`src/sv/sse_pkg.sv`:
```
// Shared types, constants and helpers for the sorted set engine.
// Used by sse_cell, sse_or_tree and sorted_set_engine; depends on nothing.

package sse_pkg;

    localparam int KEY_W            = 16;
    localparam int CMD_W            = 2;
    localparam int DEFAULT_CAPACITY = 1024;
    localparam int TREE_FAN         = 8;

    typedef enum logic [CMD_W-1:0] {
        CMD_MEMBER = 2'd0,
        CMD_INSERT = 2'd1,
        CMD_DELETE = 2'd2
    } t_cmd;

    // Broadcast control from the sequencer to every cell of the row.
    typedef struct packed {
        logic             cmp_en;
        logic             ins_en;
        logic             del_en;
        logic [KEY_W-1:0] key;
    } t_cell_ctrl;

    // Number of registered levels of a TREE_FAN-wide OR tree over n inputs.
    function automatic int tree_levels(input int n);
        int lvl;
        int span;
        lvl  = 0;
        span = 1;
        while (span < n) begin
            span = span * TREE_FAN;
            lvl++;
        end
        if (lvl == 0) begin
            lvl = 1;
        end
        return lvl;
    endfunction

endpackage

```
`src/sv/sse_cell.sv`:
```
// One slot of the sorted key row: holds a key, compares it with the
// broadcast key and shifts toward either neighbor. Depends on sse_pkg.

module sse_cell #(
    parameter int INDEX    = 0,
    parameter int CAPACITY = sse_pkg::DEFAULT_CAPACITY,
    parameter int CNT_W    = $clog2(CAPACITY + 1)
) (
    input  logic                     i_clk,
    input  sse_pkg::t_cell_ctrl      i_ctrl,
    input  logic [CNT_W-1:0]         i_count,
    input  logic [sse_pkg::KEY_W-1:0] i_left_key,
    input  logic                     i_left_lt,
    input  logic [sse_pkg::KEY_W-1:0] i_right_key,
    output logic [sse_pkg::KEY_W-1:0] o_key,
    output logic                     o_lt,
    output logic                     o_eq
);

    logic [sse_pkg::KEY_W-1:0] r_key;
    logic                      r_lt;
    logic                      r_eq;
    logic                      w_valid;

    // The slot holds a live key only below the fill count.
    assign w_valid = CNT_W'(INDEX) < i_count;

    always_ff @(posedge i_clk) begin
        if (i_ctrl.cmp_en) begin
            r_lt <= w_valid && (r_key < i_ctrl.key);
            r_eq <= w_valid && (r_key == i_ctrl.key);
        end
        // Slots below the search position keep their key; the others make room
        // for an insert or close the gap of a delete.
        if (i_ctrl.ins_en && !r_lt) begin
            r_key <= i_left_lt ? i_ctrl.key : i_left_key;
        end else if (i_ctrl.del_en && !r_lt) begin
            r_key <= i_right_key;
        end
    end

    assign o_key = r_key;
    assign o_lt  = r_lt;
    assign o_eq  = r_eq;

endmodule

```
`config.mk`:
```
export PLATFORM = sky130hd
export DESIGN_NAME = sse_cell
export DESIGN_NICKNAME = d
export VERILOG_FILES = /design/src/sv/sse_pkg.sv /design/src/sv/sse_cell.sv
export SDC_FILE = /design/constraint.sdc
export NUM_CORES = 1
export LEC_CHECK = 0
export BUFFER_PORTS_ARGS = -buffer_cell sky130_fd_sc_hd__clkbuf_2
export CORE_UTILIZATION = 46
export CTS_CLUSTER_SIZE = 20
export DETAILED_ROUTE_END_ITERATION = 8
export GPL_ROUTABILITY_DRIVEN = 0
export MAX_ROUTING_LAYER = met4
export PLACE_DENSITY_LB_ADDON = 0.08
export SYNTH_ARGS = -nofsm -noshare
export SYNTH_HDL_FRONTEND = slang
export SYNTH_SLANG_ARGS = --single-unit
export TNS_END_PERCENT = 30
```
`constraint.sdc`:
```
create_clock -name i_clk -period 3.5 [get_ports i_clk]
set_clock_uncertainty 0.15 [all_clocks]
set_input_delay 0.35 -clock i_clk [delete_from_list [all_inputs] [get_ports i_clk]]
set_output_delay 0.35 -clock i_clk [all_outputs]
set_load 0.01 [all_outputs]
```
==> run metrics, run 1 <==
cts hold-fix bufs=0; Setup violations, final=0; post-synthesis sequential area ratio=40.99%; Diodes inserted=0; fin nets=297; leading area contributor after synthesis=edfxtp_1; Detailed Place HPWL=2.332 mm; CP Cell Sequence=nand2b_1, o21ai_0; Post-Layout Cell Count=247; Synth area leaders=edfxtp_1 41%, ha_1 15%, mux2i_1 12%; status=finished clean; Mean Syn Cell Area=9.769 um2; CTS Buffer Depth=2; critical path arrival=1700 ps; CTS HTree Levels=1; Die Y-Extent=55.55 um; R2R depth=2; post-CTS setup buffers=0; Post-route DRC=0; WL final=2.895 mm; Clk pwr share=20.4%; pin count of the biggest net entering global routing=33; clock transition at the registers of the reported paths=120 ps; Slew HR=34.95%; CTS tree=built; clock sink count=18; post_cts resized=0; HP Class=input pin to register; maximum VDD drop=223.8 uV; worst skew pair latency=300 ps; Seq pwr share=49.8%; top_reg_cell synth=edfxtp_1; Setup CP Type=register to register; post-synthesis instance total=135; worst-path fanout max=32; chip width=55.55 um; Fmax=544.9 MHz; antenna violations before repair=0; fin crit period=1835 ps; Setup Total Neg Slack=0 ps; post-synth cell types=24; Worst Max-Slew Pin Slew=975.8 ps; GR Overflow Total=0; Starting DRT DRC Count=14; Antenna Violating Nets Remaining=0; Fillers=234; Async SR Flop Fraction=0%; syn nets=215; die area=0.003085 mm2; Fin. Hold Viols=0; top-count cell post-synth=nand2_1; WL per Instance=11.72 um; Layout area overhead=34.25%; Internal=387.3 uW; Psw=167.2 uW; Power Density=313.2 mW/mm2; critical path's slowest cell=nand2b_1; CTS root buffer=clkbuf_4; Buf/Inv on CP=0; post-route setup slack=1665 ps; IO Port Bufs=81; vias in the first global route=1209; crit-path max cell delay=760 ps; Vias=1217; Top delay family on crit path=simple AND/OR/NAND/NOR gates; critical path depth in cells=2; yosys warns=0; switching fraction of total power=30.15%; first-pass GRT wire length=4.974 mm; global-route usage over all layers=20.81%; Starting Density=48.24%; hold slack=115.9 ps; #FFs+latches synth=18; mapped cell area=0.001319 mm2; area share of the largest cell type after synthesis=40.99%; Hold Crit Depth=1; fraction of layout cells with a size suffix above 1=40.28%; IO Count=82; CP required=3370 ps; max cap viols=0; core area=0.002734 mm2; final worst path period share=52.43%; Slew Viols, Final=0; logic gate share of total power=29.7%; FP Rows=19; Post-synth EDFFs=18; CP startpoint kind=register; pre-CTS setup slack=1618 ps; unrepaired setup endpoints after global routing=no; P_leak=0.0009651 uW; CTS Buf Count=3; Post-synth top cells=20 x nand2_1, 18 x edfxtp_1, 17 x o21ai_0; placed cells=243; iteration count of the initial detailed-routing pass=4; Critical Path End Type=register; drt via density=4.927
-- metrics by stage --
stage | utilization, % | power, uW | cell area (um2)
3_5_place_dp | 63.80 | 448.6 | 1744
4_1_cts | 64.76 | 562.1 | 1770
3_3_place_gp | 63.80 | 442.2 | 1744
6_report | 64.76 | 554.5 | 1770
5_1_grt | 64.76 | 590.8 | 1770
2_1_floorplan | - | 372.9 | 1319
-- power groups by stage --
stage / clock (uW) / combinational (uW) / sequential [uW]
floorplan: 0 / 82.9 / 290
global placement: 0 / 162 / 281
detailed placement: 0 / 167 / 282
CTS: 118 / 167 / 277
global route: 123 / 189 / 278
finish: 113 / 165 / 276
-- metal layers --
metal	vias up	GRT usage, %	part of all wire (%)
li1	648	-	-
met3	4	3.044	5.1
met4	0	10.36	1.3
met1	521	24.32	44
met5	-	-	0
met2	44	34.94	50
-- final cells by class --
| class | count | area (um2) | area share (%) |
|---|---|---|---|
| multi-input cells | 96 | 691.9 | 39.08 |
| flip-flops and latches | 18 | 540.5 | 30.53 |
| repair buffers | 82 | 412.9 | 23.32 |
| inverters | 16 | 60.06 | 3.392 |
| well taps | 31 | 38.79 | 2.191 |
| clock buffers | 3 | 22.52 | 1.272 |
| clock inverters | 1 | 3.754 | 0.2120 |
-- registers in the layout, summed over array words and instances, names as in the netlist --
register	count
o_lt	1
o_eq	1
o_key	16
-- path summary, 6_finish.rpt --
kind / start / to / slack, ps
worst min register to register: o_lt / o_key[15] / 670
worst max-delay path: o_lt / o_key[11] / 1660
worst max register to register: o_lt / o_key[11] / 1660
worst min-delay path: i_ctrl[18] / o_eq / 120
-- placed cells by master, fill, tap and decap left out --
cell,instances
nand3_1,2
nor3b_1,1
nor2b_1,1
nand2_1,20
clkbuf_4,3
nand2b_1,1
edfxtp_1,18
and4_4,1
nor2_1,2
mux2i_1,16
nor4_2,1
buf_4,1
and3b_1,1
o21ai_0,17
a21oi_1,8
clkbuf_2,81
nor4_1,2
clkinv_1,1
and3_1,1
nor3_1,1
nand4_1,2
and4_1,1
inv_1,16
o2111ai_1,1
ha_1,16
o211ai_1,1
-- kinds of logic (layout without fill, tap and decap cells) --
kind of cell,after synthesis,after routing,share of synthesized area (%)
muxes,16,16,12.14
adders and majority gates,16,16,15.18
and+or+nand+nor,37,37,14.42
AOI/OAI and AO/OA,27,27,10.72
DFF,18,18,40.99
buffers and inverters,21,102,6.546
Note: power is estimated with default switching activity, not from simulation.
==> run 2, diff against run 1 <==
CORE_UTILIZATION = 39   (was 46)
clock period = 1.56 ns   (was 3.5 ns; I/O delays follow)
==> run metrics, run 2 (synthesis gave the netlist of run 1 again) <==
violated checks=setup timing; CTS HTree Levels=1 (unchanged); CP startpoint kind=register; Power Density=644.1 mW/mm2 (+110%); max cap viols=0 (unchanged); Post-route DRC=0 (unchanged); clock transition at the registers of the reported paths=110 ps (about the same); fraction of layout cells with a size suffix above 1=43.67% (+3.4 points); Setup Total Neg Slack=-267.1 ps (-267.1 ps); final worst path period share=111.9% (+60 points); fin crit period=1746 ps (-88.79 ps); R2R Path Start=o_key[14]; FP Rows=20 (+1); CTS tree=built; Setup CP Type=register to register; critical path arrival=1660 ps (-40 ps); GR Overflow Total=0 (unchanged); Antenna Violating Nets Remaining=0 (unchanged); CP Launch Point=o_key[14]; Slew Viols, Final=0 (unchanged); CTS Buffer Depth=2 (unchanged); placed cells=268 (+10%); pin count of the biggest net entering global routing=19 (-42%); HP Class=input pin to register; max reg flops=16 (unchanged); Die Y-Extent=60.15 um (+8.3%); WL per Instance=12.34 um (+5.3%); Diodes inserted=0 (unchanged); core area=0.003128 mm2 (+14%); unrepaired setup endpoints after global routing=yes; CTS Buf Count=3 (unchanged); global-route usage over all layers=20.60% (-0.22 points); Setup violations, final=2 (+2); most common cell after layout, fill and taps aside=clkbuf_2; Worst Max-Slew Pin Slew=287.2 ps (-688.6 ps); Vias=1381 (+13%); fin nets=326 (+9.8%); IO Count=82 (unchanged); worst-path fanout max=3 (-91%); post-route setup slack=-186.4 ps (-1851 ps); die area=0.003618 mm2 (+17%); Post-Layout Cell Count=289 (+17%); leading cell types in the layout, fill and taps excluded=81 x clkbuf_2, 20 x nand2_1, 18 x edfxtp_1; IO Port Bufs=81 (unchanged); clock sink count=18 (unchanged); drt via density=4.779 (-3.0%); Slew HR=80.85% (+46 points); antenna violations before repair=0 (unchanged); maximum VDD drop=423.7 uV (+89%); WL final=3.566 mm (+23%); CP required=1470 ps (-1900 ps); Fin. Hold Viols=0 (unchanged); Fillers=258 (+10%); Fmax=572.6 MHz (+5.1%); first-pass GRT wire length=5.395 mm (+8.5%); Worst Hold Launch=i_right_key[12]; Layout area overhead=60.63%; CTS root buffer=clkbuf_4; worst skew pair latency=300 ps (about the same); pre-CTS setup slack=-202.5 ps (-1820 ps); status=finished, violations left; iteration count of the initial detailed-routing pass=5 (+1); vias in the first global route=1314 (+8.7%); hold slack=19.40 ps (-96.45 ps); Starting Density=42.16% (-6.1 points); Critical Path End Type=register; P_leak=0.001103 uW (+14%); reg-to-reg setup timing slack=-190 ps (-1850 ps); chip width=60.15 um (+8.3%); Detailed Place HPWL=2.720 mm (+17%); Starting DRT DRC Count=24 (+10)
==> run 2: changes by cell type in the layout (fill, tap and decap cells not counted), sizes merged <==
cell / previous run / this run
dlygate4sd3: 0 / 16
buf: 1 / 14
==> run 2: path summary, 6_finish.rpt <==
check	to	cells past startpoint
max	o_lt	5
min	o_key[12]	3
max reg2reg	o_lt	5
min reg2reg	o_key[0]	2
==> run 2: through the flow <==
| stage | util, % | total power (uW) | area, um2 |
|---|---|---|---|
| after floorplan | - | 841.6 | 1334 |
| after global placement | 60.04 | 1044 | 1878 |
| after detailed placement | 60.04 | 1063 | 1878 |
| after CTS | 66.56 | 1358 | 2082 |
| after global routing | 67.72 | 1440 | 2118 |
| final | 67.72 | 1364 | 2118 |
==> run 2: layer usage <==
metal  GRT usage, %  part of all wire (%)
met5              -                     0
met4          5.316                  0.73
met3          1.948                   5.1
met2          37.99                    51
met1          23.46                    43
==> run 2: cell type report <==
| cell class | count | area (um2) | share of cell area (%) |
|---|---|---|---|
| flip-flops and latches | 18 | 540.5 | 25.52 |
| inverters | 16 | 60.06 | 2.835 |
| well taps | 44 | 55.05 | 2.599 |
| clock inverters | 1 | 3.754 | 0.1772 |
| repair buffers | 111 | 683.2 | 32.25 |
| multi-input cells | 96 | 753.2 | 35.56 |
| clock buffers | 3 | 22.52 | 1.063 |
==> run 2: critical path, cell delays in order, from the launching register on <==
cell,delay [ps]
edfxtp_1,450
ha_4,300
and4_4,260
nand4_1,150
a21oi_2,160
nor4_2,50
==> run 2: power by group <==
part	switching, uW	internal [uW]
clock	163	93.2
combinational	222	260
sequential	30.1	596
total	415	949
==> run 2: repair_timing <==
action,CTS,global route
setup endpoints to repair,2,2
buffers inserted,1,0
pin swaps,7,3
gates resized for setup,2,4
endpoints found under the hold margin,17,0
hold buffers,16,0
